$ cat src/sv/gpe_pkg.sv
package gpe_pkg;

    // datapath sizing
    localparam int DATA_WIDTH    = 16;
    localparam int CORDIC_STAGES = 16;
    localparam int FRAC_BITS     = 12;

    // phase constants, radians in Q.24
    localparam longint TWO_PI_Q24  = 105414357;
    localparam longint PI_Q24      = 52707179;
    localparam longint HALF_PI_Q24 = 26353589;

    // cordic gain compensation 1/K(n), Q.30 terms rounded to Q.24
    localparam longint KINV_INF_Q30  = 652032874;
    localparam longint KINV_CORR_Q30 = 434688583;
    localparam longint KINV_Q24 =
        (KINV_INF_Q30 + (KINV_CORR_Q30 >> (2 * CORDIC_STAGES)) + 32) >> 6;
    localparam int KINV_W = 24;
    localparam logic [KINV_W-1:0] KINV = KINV_W'(KINV_Q24);

    // x/y carry Q.36 with cordic growth headroom, z carries Q.30
    localparam int XW    = DATA_WIDTH + 26;
    localparam int ZW    = 32;
    // reduced phase residue, signed Q.24 in [-pi, pi)
    localparam int RW    = 28;
    // phase reduction: offset by whole turns, then binary compare-subtract
    localparam int     RED_STEPS  = 5;
    localparam longint RED_OFFSET = 12 * TWO_PI_Q24;

    // index into the arctangent table
    localparam int IDX_W = 5;

    // saturation limits for DATA_WIDTH signed bits
    localparam longint SAT_HI = (64'sd1 <<< (DATA_WIDTH - 1)) - 64'sd1;
    localparam longint SAT_LO = -SAT_HI - 64'sd1;

    // atan(2^-i) in Q.30
    localparam logic signed [ZW-1:0] ATAN_Q30 [30] = '{
        32'sd843314857, 32'sd497837829, 32'sd263043837, 32'sd133525159,
        32'sd67021687,  32'sd33543516,  32'sd16775851,  32'sd8388437,
        32'sd4194283,   32'sd2097149,   32'sd1048576,   32'sd524288,
        32'sd262144,    32'sd131072,    32'sd65536,     32'sd32768,
        32'sd16384,     32'sd8192,      32'sd4096,      32'sd2048,
        32'sd1024,      32'sd512,       32'sd256,       32'sd128,
        32'sd64,        32'sd32,        32'sd16,        32'sd8,
        32'sd4,         32'sd2
    };

    // one antenna element
    typedef struct packed {
        logic signed [15:0] noise_amplitude;
        logic signed [15:0] noise_phase;
        logic signed [15:0] nominal_gain;
        logic        [14:0] gain_spread;
        logic signed [15:0] nominal_phase;
        logic        [14:0] phase_spread;
        logic               last_in;
    } t_in_item;

    // one complex weight
    typedef struct packed {
        logic signed [15:0] weight_real;
        logic signed [15:0] weight_imag;
        logic               saturated;
        logic               last_out;
    } t_out_item;

    // vector handed from cell to cell
    typedef struct packed {
        logic                 valid;
        logic signed [XW-1:0] x;
        logic signed [XW-1:0] y;
        logic signed [ZW-1:0] z;
        logic                 neg;
        logic                 flag;
        logic                 last;
    } t_rot;

    // clamp to DATA_WIDTH signed bits, msb of result is the clip flag
    function automatic logic [DATA_WIDTH:0] sat_dw(input logic signed [63:0] v);
        logic [DATA_WIDTH:0] res;
        if (v > SAT_HI) begin
            res = {1'b1, DATA_WIDTH'(SAT_HI)};
        end else if (v < SAT_LO) begin
            res = {1'b1, DATA_WIDTH'(SAT_LO)};
        end else begin
            res = {1'b0, v[DATA_WIDTH-1:0]};
        end
        return res;
    endfunction

endpackage

$ cat src/sv/gpe_cordic_cell.sv
module gpe_cordic_cell (
    input  logic                      i_clk,
    input  logic                      i_rst_n,
    input  logic [gpe_pkg::IDX_W-1:0] i_idx,
    input  gpe_pkg::t_rot             i_rot,
    output gpe_pkg::t_rot             o_rot
);

    logic signed [gpe_pkg::XW-1:0] n_dx;
    logic signed [gpe_pkg::XW-1:0] n_dy;
    logic signed [gpe_pkg::ZW-1:0] n_atan;
    gpe_pkg::t_rot                 n_rot;
    gpe_pkg::t_rot                 r_rot;

    // one micro-rotation, direction from the sign of the residual angle
    always_comb begin
        n_dx   = i_rot.y >>> i_idx;
        n_dy   = i_rot.x >>> i_idx;
        n_atan = gpe_pkg::ATAN_Q30[i_idx];
        n_rot  = i_rot;
        if (!i_rot.z[gpe_pkg::ZW-1]) begin
            n_rot.x = i_rot.x - n_dx;
            n_rot.y = i_rot.y + n_dy;
            n_rot.z = i_rot.z - n_atan;
        end else begin
            n_rot.x = i_rot.x + n_dx;
            n_rot.y = i_rot.y - n_dy;
            n_rot.z = i_rot.z + n_atan;
        end
    end

    always_ff @(posedge i_clk) begin
        if (!i_rst_n) begin
            r_rot <= '0;
        end else begin
            r_rot <= n_rot;
        end
    end

    assign o_rot = r_rot;

endmodule

$ cat config.mk
export PLATFORM = sky130hd
export DESIGN_NAME = gpe_cordic_cell
export DESIGN_NICKNAME = d
export VERILOG_FILES = /design/src/sv/gpe_pkg.sv /design/src/sv/gpe_cordic_cell.sv
export SDC_FILE = /design/constraint.sdc
export NUM_CORES = 1
export LEC_CHECK = 0
export BUFFER_PORTS_ARGS = -buffer_cell sky130_fd_sc_hd__buf_2
export CORE_UTILIZATION = 40
export CTS_CLUSTER_SIZE = 28
export DETAILED_ROUTE_END_ITERATION = 8
export PLACE_DENSITY = 0.69
export SLEW_MARGIN = 0
export SYNTH_ARGS = -nofsm -noshare
export SYNTH_HDL_FRONTEND = slang
export SYNTH_SLANG_ARGS = --single-unit
$ cat constraint.sdc
create_clock -name i_clk -period 8.61 [get_ports i_clk]
set_input_delay 0.861 -clock i_clk [delete_from_list [all_inputs] [get_ports i_clk]]
set_output_delay 0.861 -clock i_clk [all_outputs]
set_load 0.02 [all_outputs]
==> results by group <==
Hold path
  – Min-delay src: i_rot[2]
  – Min-Delay Path Class: input port to flop

Cells and area
  – # diodes: 0
  – Layout area overhead: 13.7%
  – Layout Nets: ~2600
  – Share of cells above drive strength 1: 0.217
  – Max FFs per register: 120

Placed design
  – GP Congestion: between 1 and 1.5
  – HPWL after DPL: 59000 µm
  – PortBufs: 246

Global routing
  – Global-route wire length before repair: 112000 µm
  – Initial antenna violation count: 1
  – Tot GR Track Use: 0.331
  – Vias in the first global route: 18049
  – GRT Residual Overflow: 0
  – Largest net degree at the start of global routing: a little over 80

Floorplanning
  – Core ar.: 0.0441 mm²
  – Die ar.: 0.0455 mm²
  – Initial Utilization: 0.405
  – FP Rows: between 70 and 80
  – Num ports: 247
  – Die Ht: 213 µm
  – Die Wd: 213 µm

Yosys
  – Cell count after synthesis: 2202
  – Area fraction in compound gates after synthesis: 0.229
  – Synth async-reset ratio: 0
  – EDFF count, synth: 0
  – Simple-gate share of the synthesized area: 0.193
  – Mapped Avg Cell Area: 8.12 µm²
  – Synth Cell Area: roughly 0.018 mm²
  – Main combinational cell family by area after synthesis: compound AO/OA/AOI/OAI gates
  – Synth unique cells: 88
  – Ys flop type: dfxtp_1
  – Net count after synthesis: 2458
  – Yosys reg bits: 120
  – Sequential element share of the synthesized area: 0.134
  – Post-Synth XOR/XNOR Area: 0.0936
  – Adder-Cell Fraction of Synth Area: 0.0916
  – Post-synthesis mux area share: 0.212
  – Yosys warning total: 0

STA
  – Fin crit period: 7.23 ns
  – Final Max Tran Viols: 0
  – Highest clock rate: roughly 0.14 GHz
  – Slew @ Worst Pin: about 1.1 ns
  – Final Setup Violations: 0
  – Crit share post-route: 0.840
  – Hold slack: around 0.59 ns
  – Final Hold Fails: 0
  – Rel. slew slack: 0.251
  – Setup TNS: 0 ns
  – RSZ-0062 raised after global routing: false

Status
  – Status: finished clean

Drt
  – Drc violations: 0
  – First drt pass iteration count: 6
  – Via count: 19134
  – Drt via density: around 6.4
  – Post-DRT Antenna Nets: 0
  – Iter 0 DRT Violations: 2553
  – Drt total wl: approximately 75000 µm
  – DR WL/cell: between 20 and 30 µm

Worst setup path
  – Most common cell type on the critical path: nor2_1
  – CP Data Required Time: around 9 ns
  – CP arrival: 7.59 ns
  – Critical-path cell list: buf_2 > inv_1 > buf_12 > nor2_1 > a22oi_1 > o221ai_1 > inv_1 > ha_1 > nand4_1 > nor2_1 > and2_1 > nor2_1 > xnor2_1 > ha_1 > a41oi_1 > o21ai_0 > a211oi_1 > o31ai_1 > a31oi_1 > o31ai_1 > a221o_1 > a211oi_1 > nor4_1 > or3_1
  – Crit path max fanout: 42
  – Worst setup path class: input port to flop
  – Crit path capture type: flop
  – Worst setup SP type: input port
  – Setup crit start: i_idx[4]
  – Slowest stage delay, CP: approximately 0.74 ns
  – Critical-path top delay cell: nor2_1

Clock tree
  – Reg clk slew, reported paths: 0.06 ns
  – Post-CTS sizing: 0
  – Root cell of the clock tree: clkbuf_16
  – CTS tree: done
  – Hold_buf cts: 0
  – Setup bufs post-CTS: 0
  – H-tree depth: 4
  – Clock tree sinks: 120
  – Total CTS buffers: 17
  – Bufs on Longest Clock Path: 2

Power
  – Max VDD drop: 0.000111 V
  – Overall power: approximately 0.0037 W
  – Power per Cell Area: between 150 and 200 mW/mm²
  – Leakage: 8.76 nW

Run
  – Max cap viols: 0
-- stage by stage --
| step | area, µm² | utilization | worst slack [ns] | instances |
|---|---|---|---|---|
| floorplan | 17900 | - | 2.28 | 2202 |
| global placement | 19700 | 0.445 | 1.06 | 2953 |
| CTS | 20300 | 0.461 | 1.56 | 2985 |
| global route | 20300 | 0.461 | 1.04 | 2985 |
| detailed placement | 19700 | 0.445 | 1.03 | 2953 |
| finish | 20300 | 0.461 | 1.38 | 2985 |
-- critical path, delay by kind of cell --
family                   cells  cell delay, ns
adder cells (fa/ha/maj)      2            0.53
AO/OA/AOI/OAI               10            2.94
AND/OR/NAND/NOR              7            1.84
buffers and inverters        4            1.21
XOR/XNOR                     1            0.15
-- worst paths after layout --
path	end	slack (ns)	cells past startpoint
worst min-delay path	o_rot[2]$_SDFF_PN0_	0.59	2
worst max-delay path	o_rot[117]$_SDFF_PN0_	1.38	24
-- cells in the mapped netlist (9+ instances only) --
cell type	count	area, µm²
o21ai_0	110	551
nor2b_1	26	163
nand2b_1	30	188
nand4_1	16	100
or2_2	10	62.6
o221ai_1	9	78.8
or3_1	15	93.8
a31oi_1	43	269
and3_1	27	169
o211ai_1	18	135
nor3b_1	11	82.6
a211oi_1	27	203
nand2_1	181	679
a21o_1	54	405
and2_1	41	257
mux2_2	34	383
mux4_2	116	2610
xnor2_1	110	963
a22oi_1	19	143
inv_1	48	180
a21oi_1	184	921
clkbuf_1	72	270
buf_2	36	180
o22ai_1	20	125
nand3_1	38	190
nor3_1	37	185
o21a_1	27	203
ha_1	126	1580
o21bai_1	12	90.1
a221oi_1	11	96.3
buf_1	18	67.6
xor2_1	81	709
dfxtp_1	120	2400
nor2_1	239	897
mux2i_1	77	771
-- report_power, final --
group	internal, W	switching, W
registers	0.000696	0.0000330
logic	0.000827	0.00131
clock network	0.000534	0.000286
total	0.00206	0.00163
-- cell usage in the layout (no fill, tap or decap), drive strengths merged, types with 21 or more instances in the layout --
master,instances
a21oi,184
clkbuf,21
nor3,39
and3,27
and2,41
mux4,116
o21a,27
nand2b,30
a31oi,43
nand2,181
xnor2,110
ha,126
nor2b,26
dfxtp,120
xor2,81
mux2i,77
inv,52
nor2,241
buf,297
a21o,54
o21ai,115
mux2,36
a211oi,28
nand3,38
-- layout make-up --
cell class / count / area (µm²)
Fill cell: 4432 / 23800
Sequential cell: 120 / 2400
Timing Repair Buffer: 297 / 1670
Clock inverter: 11 / 193
Inverter: 52 / 196
Multi-Input combinational cell: 1892 / 14600
Tap cell: 592 / 741
Clock buffer: 21 / 470
-- logic make-up (layout without fill, tap and decap cells) --
| group | Yosys count | after routing |
|---|---|---|
| AND/OR/NAND/NOR | 711 | 711 |
| buffers and inverters | 190 | 381 |
| XOR/XNOR | 191 | 191 |
| multiplexers | 229 | 229 |
| AO/OA/AOI/OAI | 632 | 632 |
| adder cells (fa/ha/maj) | 129 | 129 |
| flip-flops | 120 | 120 |
-- routing by layer --
metal,track usage,routed length [µm]
met1,0.422,30700
met3,0.0722,6860
met5,0,0
met2,0.516,33500
met4,0.187,4150
Note: power is estimated with default switching activity, not from simulation.
