$ cat config.mk
export PLATFORM = sky130hd
export DESIGN_NAME = gpe_front
export DESIGN_NICKNAME = d
export VERILOG_FILES = /design/src/sv/gpe_pkg.sv /design/src/sv/gpe_front.sv
export SDC_FILE = /design/constraint.sdc
export NUM_CORES = 2
export LEC_CHECK = 0
export BUFFER_PORTS_ARGS = -buffer_cell sky130_fd_sc_hd__buf_2
export CAP_MARGIN = 10
export CORE_MARGIN = 4
export CORE_UTILIZATION = 45
export CTS_CLUSTER_SIZE = 10
export DETAILED_ROUTE_END_ITERATION = 12
export SETUP_SLACK_MARGIN = 0.02
export SLEW_MARGIN = 40
export SYNTH_ARGS = -nofsm -noshare
export SYNTH_HDL_FRONTEND = slang
export SYNTH_SLANG_ARGS = --single-unit
$ cat constraint.sdc
create_clock -name i_clk -period 11.74 [get_ports i_clk]
set_input_delay 2.935 -clock i_clk [delete_from_list [all_inputs] [get_ports i_clk]]
set_output_delay 2.935 -clock i_clk [all_outputs]
set_load 0.02 [all_outputs]
$ cat src/sv/gpe_pkg.sv
package gpe_pkg;

    // datapath sizing
    localparam int DATA_WIDTH    = 16;
    localparam int CORDIC_STAGES = 16;
    localparam int FRAC_BITS     = 12;

    // phase constants, radians in Q.24
    localparam longint TWO_PI_Q24  = 105414357;
    localparam longint PI_Q24      = 52707179;
    localparam longint HALF_PI_Q24 = 26353589;

    // cordic gain compensation 1/K(n), Q.30 terms rounded to Q.24
    localparam longint KINV_INF_Q30  = 652032874;
    localparam longint KINV_CORR_Q30 = 434688583;
    localparam longint KINV_Q24 =
        (KINV_INF_Q30 + (KINV_CORR_Q30 >> (2 * CORDIC_STAGES)) + 32) >> 6;
    localparam int KINV_W = 24;
    localparam logic [KINV_W-1:0] KINV = KINV_W'(KINV_Q24);

    // x/y carry Q.36 with cordic growth headroom, z carries Q.30
    localparam int XW    = DATA_WIDTH + 26;
    localparam int ZW    = 32;
    // reduced phase residue, signed Q.24 in [-pi, pi)
    localparam int RW    = 28;
    // phase reduction: offset by whole turns, then binary compare-subtract
    localparam int     RED_STEPS  = 5;
    localparam longint RED_OFFSET = 12 * TWO_PI_Q24;

    // index into the arctangent table
    localparam int IDX_W = 5;

    // saturation limits for DATA_WIDTH signed bits
    localparam longint SAT_HI = (64'sd1 <<< (DATA_WIDTH - 1)) - 64'sd1;
    localparam longint SAT_LO = -SAT_HI - 64'sd1;

    // atan(2^-i) in Q.30
    localparam logic signed [ZW-1:0] ATAN_Q30 [30] = '{
        32'sd843314857, 32'sd497837829, 32'sd263043837, 32'sd133525159,
        32'sd67021687,  32'sd33543516,  32'sd16775851,  32'sd8388437,
        32'sd4194283,   32'sd2097149,   32'sd1048576,   32'sd524288,
        32'sd262144,    32'sd131072,    32'sd65536,     32'sd32768,
        32'sd16384,     32'sd8192,      32'sd4096,      32'sd2048,
        32'sd1024,      32'sd512,       32'sd256,       32'sd128,
        32'sd64,        32'sd32,        32'sd16,        32'sd8,
        32'sd4,         32'sd2
    };

    // one antenna element
    typedef struct packed {
        logic signed [15:0] noise_amplitude;
        logic signed [15:0] noise_phase;
        logic signed [15:0] nominal_gain;
        logic        [14:0] gain_spread;
        logic signed [15:0] nominal_phase;
        logic        [14:0] phase_spread;
        logic               last_in;
    } t_in_item;

    // one complex weight
    typedef struct packed {
        logic signed [15:0] weight_real;
        logic signed [15:0] weight_imag;
        logic               saturated;
        logic               last_out;
    } t_out_item;

    // vector handed from cell to cell
    typedef struct packed {
        logic                 valid;
        logic signed [XW-1:0] x;
        logic signed [XW-1:0] y;
        logic signed [ZW-1:0] z;
        logic                 neg;
        logic                 flag;
        logic                 last;
    } t_rot;

    // clamp to DATA_WIDTH signed bits, msb of result is the clip flag
    function automatic logic [DATA_WIDTH:0] sat_dw(input logic signed [63:0] v);
        logic [DATA_WIDTH:0] res;
        if (v > SAT_HI) begin
            res = {1'b1, DATA_WIDTH'(SAT_HI)};
        end else if (v < SAT_LO) begin
            res = {1'b1, DATA_WIDTH'(SAT_LO)};
        end else begin
            res = {1'b0, v[DATA_WIDTH-1:0]};
        end
        return res;
    endfunction

endpackage

$ cat src/sv/gpe_front.sv
module gpe_front (
    input  logic            i_clk,
    input  logic            i_rst_n,
    input  logic            i_valid,
    input  gpe_pkg::t_in_item i_item,
    output gpe_pkg::t_rot   o_rot
);

    typedef struct packed {
        logic                                  valid;
        logic [31:0]                           r;
        logic signed [gpe_pkg::DATA_WIDTH-1:0] amp;
        logic                                  flag;
        logic                                  last;
    } t_red;

    // stage 1: products
    logic               r_v1;
    logic signed [31:0] r_pa;
    logic signed [31:0] r_pp;
    logic signed [15:0] r_gain;
    logic signed [15:0] r_nph;
    logic               r_last1;
    logic signed [31:0] n_pa;
    logic signed [31:0] n_pp;

    assign n_pa = 32'(i_item.noise_amplitude) * 32'($signed({1'b0, i_item.gain_spread}));
    assign n_pp = 32'(i_item.noise_phase) * 32'($signed({1'b0, i_item.phase_spread}));

    always_ff @(posedge i_clk) begin
        if (!i_rst_n) begin
            r_v1 <= 1'b0;
        end else begin
            r_v1 <= i_valid;
        end
        r_pa    <= n_pa;
        r_pp    <= n_pp;
        r_gain  <= i_item.nominal_gain;
        r_nph   <= i_item.nominal_phase;
        r_last1 <= i_item.last_in;
    end

    // stage 2: amplitude with rounding and clip, phase offset to non-negative
    logic signed [33:0] n_amp_sum;
    logic signed [33:0] n_pofs;
    t_red               r_red [0:gpe_pkg::RED_STEPS];
    t_red               n_red [0:gpe_pkg::RED_STEPS];

    assign n_amp_sum = ((34'(r_pa) + 34'sd2048) >>> gpe_pkg::FRAC_BITS) + 34'(r_gain);
    assign n_pofs    = 34'(r_pp) + (34'(r_nph) <<< gpe_pkg::FRAC_BITS)
                     + 34'(gpe_pkg::RED_OFFSET);

    // phase reduction cells, stage k takes off 2^(RED_STEPS-1-k) turns when the residue allows
    always_comb begin
        n_red[0].valid = r_v1;
        n_red[0].r     = n_pofs[31:0];
        {n_red[0].flag, n_red[0].amp} = gpe_pkg::sat_dw(64'(n_amp_sum));
        n_red[0].last  = r_last1;
        for (int k = 0; k < gpe_pkg::RED_STEPS; k++) begin
            n_red[k+1] = r_red[k];
            if (r_red[k].r >= 32'(gpe_pkg::TWO_PI_Q24 <<< (gpe_pkg::RED_STEPS - 1 - k))) begin
                n_red[k+1].r = r_red[k].r
                             - 32'(gpe_pkg::TWO_PI_Q24 <<< (gpe_pkg::RED_STEPS - 1 - k));
            end
        end
    end

    always_ff @(posedge i_clk) begin
        for (int k = 0; k <= gpe_pkg::RED_STEPS; k++) begin
            if (!i_rst_n) begin
                r_red[k] <= '0;
            end else begin
                r_red[k] <= n_red[k];
            end
        end
    end

    // fold into +-pi/2, start vector scaled by 1/K
    logic signed [gpe_pkg::RW-1:0] n_res;
    logic signed [gpe_pkg::RW-1:0] n_half;
    logic                          n_neg;
    gpe_pkg::t_rot                 n_rot;
    gpe_pkg::t_rot                 r_rot;

    always_comb begin
        n_res = $signed({1'b0, r_red[gpe_pkg::RED_STEPS].r[gpe_pkg::RW-2:0]});
        if (n_res >= gpe_pkg::RW'(gpe_pkg::PI_Q24)) begin
            n_res = n_res - gpe_pkg::RW'(gpe_pkg::TWO_PI_Q24);
        end
        n_half = n_res;
        n_neg  = 1'b0;
        if (n_res > gpe_pkg::RW'(gpe_pkg::HALF_PI_Q24)) begin
            n_half = n_res - gpe_pkg::RW'(gpe_pkg::PI_Q24);
            n_neg  = 1'b1;
        end else if (n_res < -gpe_pkg::RW'(gpe_pkg::HALF_PI_Q24)) begin
            n_half = n_res + gpe_pkg::RW'(gpe_pkg::PI_Q24);
            n_neg  = 1'b1;
        end
        n_rot.valid = r_red[gpe_pkg::RED_STEPS].valid;
        n_rot.x     = gpe_pkg::XW'(r_red[gpe_pkg::RED_STEPS].amp)
                    * gpe_pkg::XW'($signed({1'b0, gpe_pkg::KINV}));
        n_rot.y     = '0;
        n_rot.z     = gpe_pkg::ZW'(n_half) <<< 6;
        n_rot.neg   = n_neg;
        n_rot.flag  = r_red[gpe_pkg::RED_STEPS].flag;
        n_rot.last  = r_red[gpe_pkg::RED_STEPS].last;
    end

    always_ff @(posedge i_clk) begin
        if (!i_rst_n) begin
            r_rot <= '0;
        end else begin
            r_rot <= n_rot;
        end
    end

    assign o_rot = r_rot;

`ifndef ASSERT_OFF
    a_residue: assert property (@(posedge i_clk) disable iff (!i_rst_n)
        r_red[gpe_pkg::RED_STEPS].valid |->
            r_red[gpe_pkg::RED_STEPS].r < 32'(gpe_pkg::TWO_PI_Q24))
        else $error("phase residue not below one turn");

    a_amp_rail: assert property (@(posedge i_clk) disable iff (!i_rst_n)
        (r_red[0].valid && r_red[0].flag) |->
            (r_red[0].amp == gpe_pkg::DATA_WIDTH'(gpe_pkg::SAT_HI)) ||
            (r_red[0].amp == gpe_pkg::DATA_WIDTH'(gpe_pkg::SAT_LO)))
        else $error("amplitude clip flag without rail value");

    a_angle: assert property (@(posedge i_clk) disable iff (!i_rst_n)
        r_rot.valid |->
            (r_rot.z <= gpe_pkg::ZW'(gpe_pkg::HALF_PI_Q24 * 64)) &&
            (r_rot.z >= -gpe_pkg::ZW'(gpe_pkg::HALF_PI_Q24 * 64)))
        else $error("start angle outside half turn");
`endif

endmodule

==> metrics.md <==
| Metric | Value |
|---|---|
| Status | `finished, final reports clean` |
| Layer with the highest usage | `met2` |
| Die X | `326 µm` |
| Setup crit start kind | `primary input` |
| FP Rows | `116` |
| CTS root buffer | `clkbuf_16` |
| Placed cell count | `6,391` |
| Multi-input logic area | `32,200 µm²` |
| Tmin final | `9.01 ns` |
| Met3 Usage GRT | `2.63%` |
| Post-route insts no fill | `6,463` |
| Max Slew Vio Count | `0` |
| H-tree depth | `2` |
| Max transition margin | `43.5%` |
| Max-cap violation count | `0` |
| CP Capture Type | `register` |
| Final period util | `76.7%` |
| Gates resized, CTS repair | `0` |
| Max Clock Skew | `0.0668 ns` |
| # hold bufs at CTS | `0` |
| WS Path Type | `primary input to register` |
| Syn_area_per_cell | `9.10 µm²` |
| Synth top area cells | `fa_1 28%, dfxtp_1 20%, ha_1 11%, inv_1 7.4%, and2_1 5.0%` |
| Antenna violations before repair | `4` |
| RSZ-0062 raised after global routing | `false` |
| GR Util met2 | `33.8%` |
| Pwr Total | `0.0147 W` |
| DR WL/cell | `16.3 µm` |
| Most frequent cells after synthesis | `900 x inv_1, 636 x fa_1, 458 x dfxtp_1, 421 x nand2_1, 396 x ha_1` |
| Pre-CTS setup slack | `2.17 ns` |
| Vias in the first global route | `33,526` |
| #FFs+latches synth | `458` |
| Post-synth EDFFs | `0` |
| Post-CTS Setup Inserts | `0` |
| DR pass1 iterations | `5` |
| Syn Inst Count | `5,005` |
| Routed via count | `32,468` |
| CTS sink count | `458` |
| CP required | `12.25 ns` |
| Die footprint | `106,000 µm²` |
| Core Area | `100,000 µm²` |
| Crit-path max FO | `15` |
| Area Overhead vs Synth | `7.56%` |
| Maximum vdd drop | `0.371 mV` |
| Leakage | `24.1 nW` |
| Routability Congestion | `0.884` |
| GR Util All Layers | `19.9%` |
| Peak Freq | `0.111 GHz` |
| TritonCTS clock tree | `done` |
| Final setup viols | `0` |
| Final #Nets | `6,220` |
| Vias per std cell | `5.02` |
| Top cell type's share of synthesized area | `28.0%` |
| Largest net degree at the start of global routing | `101` |
| Critical Path AT | `9.51 ns` |
| Ports | `218` |
| TritonCTS buffer count | `54` |
| Dpl hpwl | `86,600 µm` |
| Port bufs | `168` |
| Fin Hold WS | `0.377 ns` |
| CTS clk-pin slew, worst paths | `0.06 ns` |
| Synth Warn # | `0` |
| Area leader, netlist | `fa_1` |
| First-pass GRT wire length | `174,000 µm` |
| Starting Density | `45.4%` |
| Ys async rst share | `0%` |
| Slew @ Worst Pin | `0.847 ns` |
| Fillers | `9,760` |
| CTS Buffer Depth | `3` |
| Synth unique cells | `92` |
| DRT iter0 DRCs | `1,508` |
| Setup TNS | `0 ns` |
| Antenna Nets Post-Route | `0` |
| Setup ws final | `2.73 ns` |
| Met1 usage | `26.6%` |
| Final hold vios | `0` |
| Cell area after synthesis | `45,500 µm²` |
| Routed WL | `105,000 µm` |
| Cell Pwr Density | `301 nW/µm²` |
| Main synth FF type | `dfxtp_1` |
| Clk_lat worst skew | `0.64 ns` |
| Layout cells sized above 1 | `5.74%` |
| Area occupied by registers | `9170 µm²` |
| Register area share after synthesis | `20.1%` |
| Cell with the most instances after synthesis | `inv_1` |
| Residual DRC | `0` |
| Gr ovfl total | `0` |
| Die height | `326 µm` |
| Hold Crit Class | `register to register` |
-- worst paths after layout --
path | startpoint | to | slack [ns] | depth (start not counted)
max | i_item[84] | r_pa[30]$_DFF_P_ | 2.73 | 23
min | r_red[0][12]$_SDFF_PN0_ | r_red[1][12]$_SDFF_PN0_ | 0.38 | 1
max reg2reg | r_red[5][7]$_SDFF_PN0_ | o_rot[111]$_SDFF_PN0_ | 5.04 | 23
min reg2reg | r_red[0][12]$_SDFF_PN0_ | r_red[1][12]$_SDFF_PN0_ | 0.38 | 1
-- through the flow --
step                      instance area, µm²  utilization [%]
after CTS                              49000             48.8
after global routing                   49000             48.8
after global placement                 47400             47.2
after detailed placement               47400             47.3
after floorplan                        45700                -
final                                  49000             48.8
-- per-layer routing --
metal	vias to the layer above	wire length, µm
met3	156	5010
met2	680	50200
met4	2	3190
met1	15819	46800
met5	-	8
li1	15811	-
-- critical path, stage by stage --
cell      delay, ns
buf_2          0.22
and2_1         0.23
fa_1           0.53
inv_1          0.05
fa_1           0.58
fa_1           0.45
fa_1           0.49
inv_1          0.06
fa_1           0.53
inv_1          0.06
fa_1           0.53
inv_1          0.04
ha_1           0.34
nand2_1        0.09
o22a_1         0.14
o31ai_1        0.08
o211ai_1       0.51
a21boi_0       0.38
a21o_1         0.31
a221o_1        0.34
or2_2          0.30
a21oi_1        0.18
xnor2_1        0.13
-- placed cells by master (no fill, tap or decap), types with 32 or more instances in the layout --
master and n:
a21o_1 77, a21oi_1 188, and2_1 362, buf_2 167, clkbuf_16 54, conb_1 49
dfxtp_1 458, fa_1 636, ha_1 396, inv_1 900, nand2_1 421, nand3_1 60
nor2_1 318, nor3_1 73, o21a_1 38, o21ai_0 111, or3_1 32, xnor2_1 191
xor2_1 113
-- sequential cells by signal, summed over array words and instances, names as in the netlist --
register,cells
r_v1,1
r_last1,1
r_red,301
r_pp,32
o_rot,70
r_nph,16
r_gain,16
r_pa,21
-- cell type report --
| cell class | count | share of cell area, % |
|---|---|---|
| Antenna cell | 1 | 0.00511 |
| Clock buffer | 64 | 2.86 |
| Clock inverter | 7 | 0.322 |
| Inverter | 901 | 6.92 |
| Multi-Input combinational cell | 3493 | 65.8 |
| Sequential cell | 458 | 18.7 |
| Tap cell | 1357 | 3.47 |
| Timing Repair Buffer | 182 | 1.94 |
-- logic make-up (layout without fill, tap and decap cells) --
logic type | after synthesis | count (layout) | synth area share (%)
and+or+nand+nor | 1464 | 1464 | 15.9
xor gates and xnor gates | 306 | 306 | 5.92
buffers and inverters | 1102 | 1154 | 9.57
other | 1 | 50 | 0.00824
AOI/OAI and AO/OA | 627 | 627 | 9.25
adders and majority gates | 1032 | 1032 | 38.8
DFF | 458 | 458 | 20.1
muxes | 15 | 15 | 0.335
-- report_power, final --
group / switching [W] / total (W) / internal [W] / leakage (nW)
Clock: 0.000633 / 0.00151 / 0.000879 / 0.753
Combinational: 0.00600 / 0.0107 / 0.00472 / 19.6
Sequential: 0.000350 / 0.00248 / 0.00213 / 3.77
Total: 0.00698 / 0.0147 / 0.00773 / 24.1
No activity file was read; power rests on OpenSTA's default activity.
