[src/sv/gpe_pkg.sv]
package gpe_pkg;

    // datapath sizing
    localparam int DATA_WIDTH    = 16;
    localparam int CORDIC_STAGES = 16;
    localparam int FRAC_BITS     = 12;

    // phase constants, radians in Q.24
    localparam longint TWO_PI_Q24  = 105414357;
    localparam longint PI_Q24      = 52707179;
    localparam longint HALF_PI_Q24 = 26353589;

    // cordic gain compensation 1/K(n), Q.30 terms rounded to Q.24
    localparam longint KINV_INF_Q30  = 652032874;
    localparam longint KINV_CORR_Q30 = 434688583;
    localparam longint KINV_Q24 =
        (KINV_INF_Q30 + (KINV_CORR_Q30 >> (2 * CORDIC_STAGES)) + 32) >> 6;
    localparam int KINV_W = 24;
    localparam logic [KINV_W-1:0] KINV = KINV_W'(KINV_Q24);

    // x/y carry Q.36 with cordic growth headroom, z carries Q.30
    localparam int XW    = DATA_WIDTH + 26;
    localparam int ZW    = 32;
    // reduced phase residue, signed Q.24 in [-pi, pi)
    localparam int RW    = 28;
    // phase reduction: offset by whole turns, then binary compare-subtract
    localparam int     RED_STEPS  = 5;
    localparam longint RED_OFFSET = 12 * TWO_PI_Q24;

    // index into the arctangent table
    localparam int IDX_W = 5;

    // saturation limits for DATA_WIDTH signed bits
    localparam longint SAT_HI = (64'sd1 <<< (DATA_WIDTH - 1)) - 64'sd1;
    localparam longint SAT_LO = -SAT_HI - 64'sd1;

    // atan(2^-i) in Q.30
    localparam logic signed [ZW-1:0] ATAN_Q30 [30] = '{
        32'sd843314857, 32'sd497837829, 32'sd263043837, 32'sd133525159,
        32'sd67021687,  32'sd33543516,  32'sd16775851,  32'sd8388437,
        32'sd4194283,   32'sd2097149,   32'sd1048576,   32'sd524288,
        32'sd262144,    32'sd131072,    32'sd65536,     32'sd32768,
        32'sd16384,     32'sd8192,      32'sd4096,      32'sd2048,
        32'sd1024,      32'sd512,       32'sd256,       32'sd128,
        32'sd64,        32'sd32,        32'sd16,        32'sd8,
        32'sd4,         32'sd2
    };

    // one antenna element
    typedef struct packed {
        logic signed [15:0] noise_amplitude;
        logic signed [15:0] noise_phase;
        logic signed [15:0] nominal_gain;
        logic        [14:0] gain_spread;
        logic signed [15:0] nominal_phase;
        logic        [14:0] phase_spread;
        logic               last_in;
    } t_in_item;

    // one complex weight
    typedef struct packed {
        logic signed [15:0] weight_real;
        logic signed [15:0] weight_imag;
        logic               saturated;
        logic               last_out;
    } t_out_item;

    // vector handed from cell to cell
    typedef struct packed {
        logic                 valid;
        logic signed [XW-1:0] x;
        logic signed [XW-1:0] y;
        logic signed [ZW-1:0] z;
        logic                 neg;
        logic                 flag;
        logic                 last;
    } t_rot;

    // clamp to DATA_WIDTH signed bits, msb of result is the clip flag
    function automatic logic [DATA_WIDTH:0] sat_dw(input logic signed [63:0] v);
        logic [DATA_WIDTH:0] res;
        if (v > SAT_HI) begin
            res = {1'b1, DATA_WIDTH'(SAT_HI)};
        end else if (v < SAT_LO) begin
            res = {1'b1, DATA_WIDTH'(SAT_LO)};
        end else begin
            res = {1'b0, v[DATA_WIDTH-1:0]};
        end
        return res;
    endfunction

endpackage

[src/sv/gpe_back.sv]
module gpe_back (
    input  logic               i_clk,
    input  logic               i_rst_n,
    input  gpe_pkg::t_rot      i_rot,
    output logic               o_done,
    output gpe_pkg::t_out_item o_result
);

    localparam logic signed [gpe_pkg::XW-1:0] RND = gpe_pkg::XW'(64'sd8388608);

    // undo the half-turn fold
    logic                          r_v;
    logic signed [gpe_pkg::XW-1:0] r_xn;
    logic signed [gpe_pkg::XW-1:0] r_yn;
    logic                          r_flag;
    logic                          r_last;

    always_ff @(posedge i_clk) begin
        if (!i_rst_n) begin
            r_v <= 1'b0;
        end else begin
            r_v <= i_rot.valid;
        end
        r_xn   <= i_rot.neg ? -i_rot.x : i_rot.x;
        r_yn   <= i_rot.neg ? -i_rot.y : i_rot.y;
        r_flag <= i_rot.flag;
        r_last <= i_rot.last;
    end

    // round to Q.12 and clip
    logic signed [gpe_pkg::XW-1:0]         n_xr;
    logic signed [gpe_pkg::XW-1:0]         n_yr;
    logic signed [gpe_pkg::DATA_WIDTH-1:0] n_re;
    logic signed [gpe_pkg::DATA_WIDTH-1:0] n_im;
    logic                                  n_re_clip;
    logic                                  n_im_clip;
    gpe_pkg::t_out_item                    n_result;
    gpe_pkg::t_out_item                    r_result;
    logic                                  r_done;

    always_comb begin
        n_xr = (r_xn + RND) >>> 24;
        n_yr = (r_yn + RND) >>> 24;
        {n_re_clip, n_re} = gpe_pkg::sat_dw(64'(n_xr));
        {n_im_clip, n_im} = gpe_pkg::sat_dw(64'(n_yr));
        n_result.weight_real = 16'(n_re);
        n_result.weight_imag = 16'(n_im);
        n_result.saturated   = r_flag | n_re_clip | n_im_clip;
        n_result.last_out    = r_last;
    end

    // result strobe, one cycle per transfer
    always_ff @(posedge i_clk) begin
        if (!i_rst_n) begin
            r_done <= 1'b0;
        end else begin
            r_done <= r_v;
        end
        r_result <= n_result;
    end

    assign o_done   = r_done;
    assign o_result = r_result;

endmodule

[config.mk]
export PLATFORM = sky130hd
export DESIGN_NAME = gpe_back
export DESIGN_NICKNAME = d
export VERILOG_FILES = /design/src/sv/gpe_pkg.sv /design/src/sv/gpe_back.sv
export SDC_FILE = /design/constraint.sdc
export NUM_CORES = 1
export LEC_CHECK = 0
export ABC_AREA = 1
export BUFFER_PORTS_ARGS = -buffer_cell sky130_fd_sc_hd__buf_2
export CAP_MARGIN = 20
export CORE_UTILIZATION = 41
export CTS_BUF_LIST = sky130_fd_sc_hd__clkbuf_2 sky130_fd_sc_hd__clkbuf_4 sky130_fd_sc_hd__clkbuf_8
export DETAILED_ROUTE_END_ITERATION = 10
export GPL_ROUTABILITY_DRIVEN = 1
export PLACE_DENSITY = 0.7
export SLEW_MARGIN = 10
export SYNTH_ARGS = -nofsm -noshare
export SYNTH_HDL_FRONTEND = slang
export SYNTH_SLANG_ARGS = --single-unit
export TNS_END_PERCENT = 1
[constraint.sdc]
create_clock -name i_clk -period 1.8 [get_ports i_clk]
set_clock_uncertainty 0.15 [all_clocks]
set_input_delay 0.18 -clock i_clk [delete_from_list [all_inputs] [get_ports i_clk]]
set_output_delay 0.18 -clock i_clk [all_outputs]
set_load 0.01 [all_outputs]
==> results of run 1 <==
## power by group
part | leakage (uW) | internal (uW) | switching, uW | total [uW]
clock network | 0.000130 | 1010 | 557 | 1570
logic | 0.00227 | 520 | 595 | 1120
registers | 0.000641 | 1890 | 115 | 2010
## placed cells by master, fill, tap and decap left out, types with 3 or more instances in the layout
cell / synthesis / layout
buf_2: 1 / 123
buf_4: 0 / 31
bufinv_16: 0 / 3
clkbuf_8: 0 / 11
dfxtp_1: 76 / 53
dfxtp_2: 0 / 22
dlygate4sd3_1: 0 / 41
inv_1: 85 / 84
inv_2: 4 / 5
nand2_1: 166 / 159
nand2_2: 13 / 19
nand3_1: 63 / 61
nand3b_1: 6 / 6
nand4_1: 20 / 20
nor2_1: 93 / 73
nor2_2: 7 / 21
nor2_4: 1 / 7
nor3_1: 16 / 14
o21ai_0: 15 / 15
o21ai_2: 18 / 18
o21bai_1: 3 / 3
or2_2: 6 / 6
xnor2_1: 12 / 12
xor2_1: 36 / 36
## registers in the layout, summed over array words and instances, names as in the netlist
signal / flops
o_done: 1
o_result: 34
r_flag: 1
r_last: 1
r_v: 1
r_xn: 19
r_yn: 19
## path summary, 6_finish.rpt
| path | start | to | slack, ns | cells past startpoint |
|---|---|---|---|---|
| setup / recovery | i_rot[101] | r_xn[35]$_DFF_P_ | 0.09 | 10 |
| hold / removal | i_rot[103] | r_xn[26]$_DFF_P_ | 0.04 | 3 |
| setup reg to reg | r_yn[24]$_DFF_P_ | o_result[7]$_SDFF_PN1_ | 0.10 | 11 |
| hold reg to reg | r_last$_DFF_P_ | o_result[0]$_DFF_P_ | 0.19 | 0 |
## repair_timing
| item | CTS | global route |
|---|---|---|
| hold endpoints to repair | 41 | 0 |
| gates resized for setup | 1 | 71 |
| buffers inserted | 0 | 2 |
| endpoints found under the setup margin | 15 | 45 |
| hold buffers | 42 | 0 |
| pin swaps | 1 | 13 |
## layer usage
metal / vias up / global-route usage (%) / part of all wire, % / routed length, um
met3: 18 / 2.27 / 5.3 / 595
met1: 2027 / 26.2 / 48 / 5310
met2: 165 / 32.7 / 45 / 4990
li1: 2508 / - / - / -
met5: - / 0 / 0 / 0
met4: 0 / 10.3 / 2.0 / 220
## area by class of cell
class | instances | area [um^2] | share of cell area (%)
clock buffers | 12 | 159 | 2.51
inverters | 90 | 338 | 5.34
flip-flops and latches | 76 | 1550 | 24.5
well taps | 136 | 170 | 2.69
multi-input cells | 492 | 2690 | 42.5
repair buffers | 199 | 1320 | 20.9
clock inverters | 4 | 95.1 | 1.50
## stage by stage
stage | util (%) | power [uW] | TNS [ns] | worst slack (ns) | cells
final | 60.8 | 4690 | 0 | 0.0852 | 1009
after global routing | 60.8 | 4950 | -0.331 | -0.0536 | 1009
after CTS | 58.7 | 4650 | 0 | 0.00555 | 1007
after detailed placement | 52.2 | 3020 | -0.0947 | -0.0146 | 949
after global placement | 52.2 | 3000 | 0 | 0.0182 | 949
after floorplan | - | 2590 | 0 | 0.0433 | 666
## worst reg2reg max path, delay by kind of cell, from the launching register on
kind                     cells  cell delay, ns
adder cells (fa/ha/maj)      1            0.14
buffers and inverters        2            0.21
AND/OR/NAND/NOR              7            0.66
AO/OA/AOI/OAI                1            0.08
flip-flops                   1            0.36
## logic make-up after synthesis
family / Yosys count / synth area share [%]
compound gates: 43 / 6.83
simple gates: 399 / 40.0
buf+inv: 98 / 8.96
flops: 76 / 34.2
fa+ha+maj: 2 / 0.562
xor+xnor: 48 / 9.44
==> impl_results.md, run 1 <==
- Core Area: 10400 um^2
- Worst IR Drop VDD: 426 uV
- CP endpoint kind: register
- CTS tree: built
- Fmax achieved: 583 MHz
- Fraction of layout cells with a size suffix above 1: 32.5%
- Syn Area/Cell: 6.69 um^2
- DR WL/cell: 11.0 um
- Hpwl dp: 8440 um
- Initial Util: 42.8%
- Vias in the first global route: 4311
- Worst EP required: 1.89 ns
- Most instantiated cells after synthesis: nand2_1, nor2_1, inv_1
- Slew headroom: 72.9%
- Filler cells: 990
- Die width: 106 um
- Post-synth EDFFs: 0
- First-pass GRT wire length: 18500 um
- Clock transition at path regs: 0.07 ns
- Synth area leader: dfxtp_1
- Fin. max-slew vios: 0
- Routed Antenna Nets: 0
- Final Cell Area: 6330 um^2
- Leakage: 0.00304 uW
- Vias per Instance: 4.68
- CP most frequent cell: nand2_1
- Initial antenna violation count: 0
- Num CTS Buffers: 9
- Synthesized flop and latch total: 76
- CTS sink count: 76
- Post-synthesis cell type count: 38
- # diodes: 0
- Largest stage delay, worst path: 0.55 ns
- # DRC: 0
- Worst-path cell chain: dlygate4sd3_1, buf_2, nor2_4, nand4_1, nor3_2, nand3b_1, nand2_1, nand2_1, nand2_1, nand2_1
- Io pins: 157
- Die area: 11300 um^2
- Total gr overflow: 0
- Mapped Area: 4450 um^2
- Hold violation count in the final report: 0
- Slew at the pin with the worst max-slew slack: 0.406 ns
- NumNets Final: 992
- Number of buffers and inverters on the critical path: 2
- Crit path max fanout: 5
- Arrival @ worst endpoint: 1.80 ns
- Gate Count Post-Synth: 666
- Hold_ws: 0.0399 ns
- Final min period: 1.71 ns
- Synthesis warning total: 0
- GPL Wtd Cong: 0.854
- CP startpoint kind: input port
- Area after DPL: 5440 um^2
- Main synth FF type: dfxtp_1
- Tcrit/Tclk final: 95.3%
- Area Overhead vs Synth: 42.2%
- Most frequent cell after synthesis: nand2_1
- Slowest stage cell, crit path: dlygate4sd3_1
- Clk_lat worst skew: 0.35 ns
- Longest Clk Path Bufs: 2
- Clock root buffer: clkbuf_8
- Vias: 4718
- Vert. Die Dim: 106 um
- Largest net degree at the start of global routing: 22
- Total GRT Usage: 20.1%
- Syn_nets: 790
- H-tree levels: 3
- Post-synth top area share: 34.2%
- Routed wire length: 11100 um
- DR iter-0 viols: 167
- CP top delay family: simple AND/OR/NAND/NOR gates
- Placement Rows: 37
- Port Buffers: 124
- Max cap viols: 0
- Status: completed
- Hold WC Path Type: input port to register
- P per Cell Area: 741 nW/um^2
- Detailed-router iteration count before antenna repair: 4
- Async SR Flop Fraction: 0%
- CP Class: input port to register
- Post-synthesis sequential area ratio: 34.2%
- Synth top area cells: dfxtp_1, nand2_1, nor2_1
- Finish-stage setup viols: 0
- RSZ-0062 raised after global routing: yes
Note: power is estimated with default switching activity, not from simulation.
==> run 2, diff against run 1 <==
PLACE_DENSITY = 0.68   (was 0.7)
clock period = 1.6 ns   (was 1.8 ns; I/O delays follow)
==> impl_results.md, run 2 (synthesis results as in run 1) <==
- NumNets Final: 1043 (+5.1%)
- NetSw: 1440 uW (+13%)
- Finish-stage setup viols: 29 (+29)
- Most common library cell in the layout ignoring fill and taps: nand2_1
- DR WL/cell: 10.9 um (-1.1%)
- Die width: 106 um (unchanged)
- CP endpoint kind: register
- # diodes: 0 (unchanged)
- Vert. Die Dim: 106 um (unchanged)
- Hold violation count in the final report: 0 (unchanged)
- Total GRT Usage: 21.2% (+1.1 points)
- Slew headroom: 74.0% (+1.1 points)
- Clock root buffer: clkbuf_8
- Clock transition at path regs: 0.07 ns (about the same)
- Fmax achieved: 590 MHz
- P per Cell Area: 740 nW/um^2 (-0.11%)
- Die area: 11300 um^2 (unchanged)
- Crit path max fanout: 6 (+1)
- First-pass GRT wire length: 19600 um (+6.1%)
- Status: finished, violations left
- CTS sink count: 76 (unchanged)
- Area Overhead vs Synth: 50.0%
- Largest net degree at the start of global routing: 20 (-9.1%)
- Fin. max-slew vios: 0 (unchanged)
- Detailed-router iteration count before antenna repair: 4 (unchanged)
- # DRC: 0 (unchanged)
- Most frequent cells in the layout: nand2_1, buf_2, inv_1
- CP Class: register to register
- Vias per Instance: 4.58 (-2.0%)
- Slowest stage cell, crit path: dfxtp_2
- H-tree levels: 3 (unchanged)
- Num CTS Buffers: 9 (unchanged)
- CP startpoint kind: register
- Max FFs per register: 34 (unchanged)
- Core Area: 10400 um^2 (unchanged)
- DR iter-0 viols: 152 (-9.0%)
- Worst-path cell chain: ha_4, nand2_4, nor2_4, nand2_4, nor2_4, nand3_2, nand2_2, nand2_4, nand2_4, nand2_2, nor2_1, nand2_1
- Io pins: 157 (unchanged)
- Leakage: 0.00329 uW (+8.0%)
- CTS tree: built
- Final min period: 1.69 ns
- Worst EP required: 1.69 ns (-0.20 ns)
- Cell Int Power: 3510 uW (+2.4%)
- Setup ws final: -0.0942 ns (-0.179 ns)
- Initial Util: 42.8% (unchanged)
- Routed Antenna Nets: 0 (unchanged)
- Arrival @ worst endpoint: 1.79 ns (about the same)
- Max cap viols: 0 (unchanged)
- CP top delay family: simple AND/OR/NAND/NOR gates
- Power share of the sequential group: 45.4% (+2.6 points)
- Total gr overflow: 0 (unchanged)
- Clk_lat worst skew: 0.35 ns (about the same)
- Worst IR Drop VDD: 500 uV (+17%)
- GPL Wtd Cong: 0.839 (-1.8%)
- Vias: 4851 (+2.8%)
- Initial antenna violation count: 0 (unchanged)
- Port Buffers: 124 (unchanged)
- Largest stage delay, worst path: 0.35 ns (-0.20 ns)
- Hpwl dp: 9160 um (+8.5%)
- Vias in the first global route: 4566 (+5.9%)
- Fraction of layout cells with a size suffix above 1: 36.2% (+3.7 points)
- Slew at the pin with the worst max-slew slack: 0.386 ns (-0.0200 ns)
- Longest Clk Path Bufs: 2 (unchanged)
- CP most frequent cell: nand2_4
- Hold WC Path Type: input port to register
- Tcrit/Tclk final: 106%
- Hold_ws: 0.0726 ns (+0.0327 ns)
- Failing checks: negative setup slack
- Number of buffers and inverters on the critical path: 0 (-2)
- Net Sw Frac: 29.1% (+2.1 points)
- Clock share of power: 25.8% (-7.6 points)
- RSZ-0062 raised after global routing: yes
- Combinational Power Share: 28.9% (+5.1 points)
- Placement Rows: 37 (unchanged)
- Setup total negative slack: -1.51 ns (-1.51 ns)
- Routed wire length: 11600 um (+3.8%)
run 2: cell types whose count changed in the layout (fill, tap and decap cells not counted), sizes merged:
cell / previous run / this run
buf: 157 / 206
nand2: 180 / 181
clkinv: 2 / 3
bufinv: 3 / 0
clkbuf: 12 / 13
dlygate4sd3: 41 / 42
run 2: power by group through the flow:
stage	clock network, uW	logic [uW]	registers, uW
final	1270	1430	2240
after CTS	1290	1400	2240
after global placement	0	1260	2270
after detailed placement	0	1290	2270
after global routing	1380	1580	2270
after floorplan	0	604	2340
run 2: worst paths after layout:
path	startpoint	end	slack, ns	cells past startpoint
worst min-delay path	i_rot[2]	r_yn[40]$_DFF_P_	0.07	4
worst max register to register	r_xn[23]$_DFF_P_	o_result[1]$_DFF_P_	-0.09	12
worst max-delay path	r_xn[23]$_DFF_P_	o_result[1]$_DFF_P_	-0.09	12
worst min register to register	r_last$_DFF_P_	o_result[0]$_DFF_P_	0.18	0
run 2: area by class of cell:
class / count / area [um^2]
inverters: 90 / 342
repair buffers: 249 / 1720
clock buffers: 13 / 166
well taps: 136 / 170
multi-input cells: 493 / 2720
fillers: 990 / 3740
clock inverters: 2 / 10.0
flip-flops and latches: 76 / 1560
run 2: repair_timing:
item,in CTS,in global routing
endpoints found under the hold margin,42,0
resized for setup,33,36
cloned,1,0
pin swaps,17,14
buffers inserted,1,1
endpoints found under the setup margin,31,42
hold buffers,43,0
run 2: routing by layer:
metal | vias to the layer above | GRT usage [%] | routed length, um
met1 | 2101 | 27.0 | 5320
met3 | 15 | 2.76 | 490
li1 | 2614 | - | -
met2 | 121 | 36.0 | 5530
met4 | 0 | 9.03 | 207
met5 | - | 0 | 0
run 2: per-stage QoR:
stage	worst slack, ns	std cells	instance area [um^2]	util, %	total power (uW)
floorplan	-0.0438	666	4500	-	2940
global placement	-0.0997	998	5870	56.4	3530
detailed placement	-0.173	998	5870	56.4	3560
CTS	-0.0769	1058	6570	63.1	4930
global route	-0.235	1059	6680	64.1	5240
finish	-0.0942	1059	6680	64.1	4940
run 2: worst reg2reg max path, stage by stage, from the launching register on:
cell and delay, ns:
dfxtp_2 0.35, ha_4 0.14, nand2_4 0.07, nor2_4 0.14, nand2_4 0.08, nor2_4 0.13, nand3_2 0.08, nand2_2 0.09
nand2_4 0.07, nand2_4 0.12, nand2_2 0.06, nor2_1 0.08, nand2_1 0.05
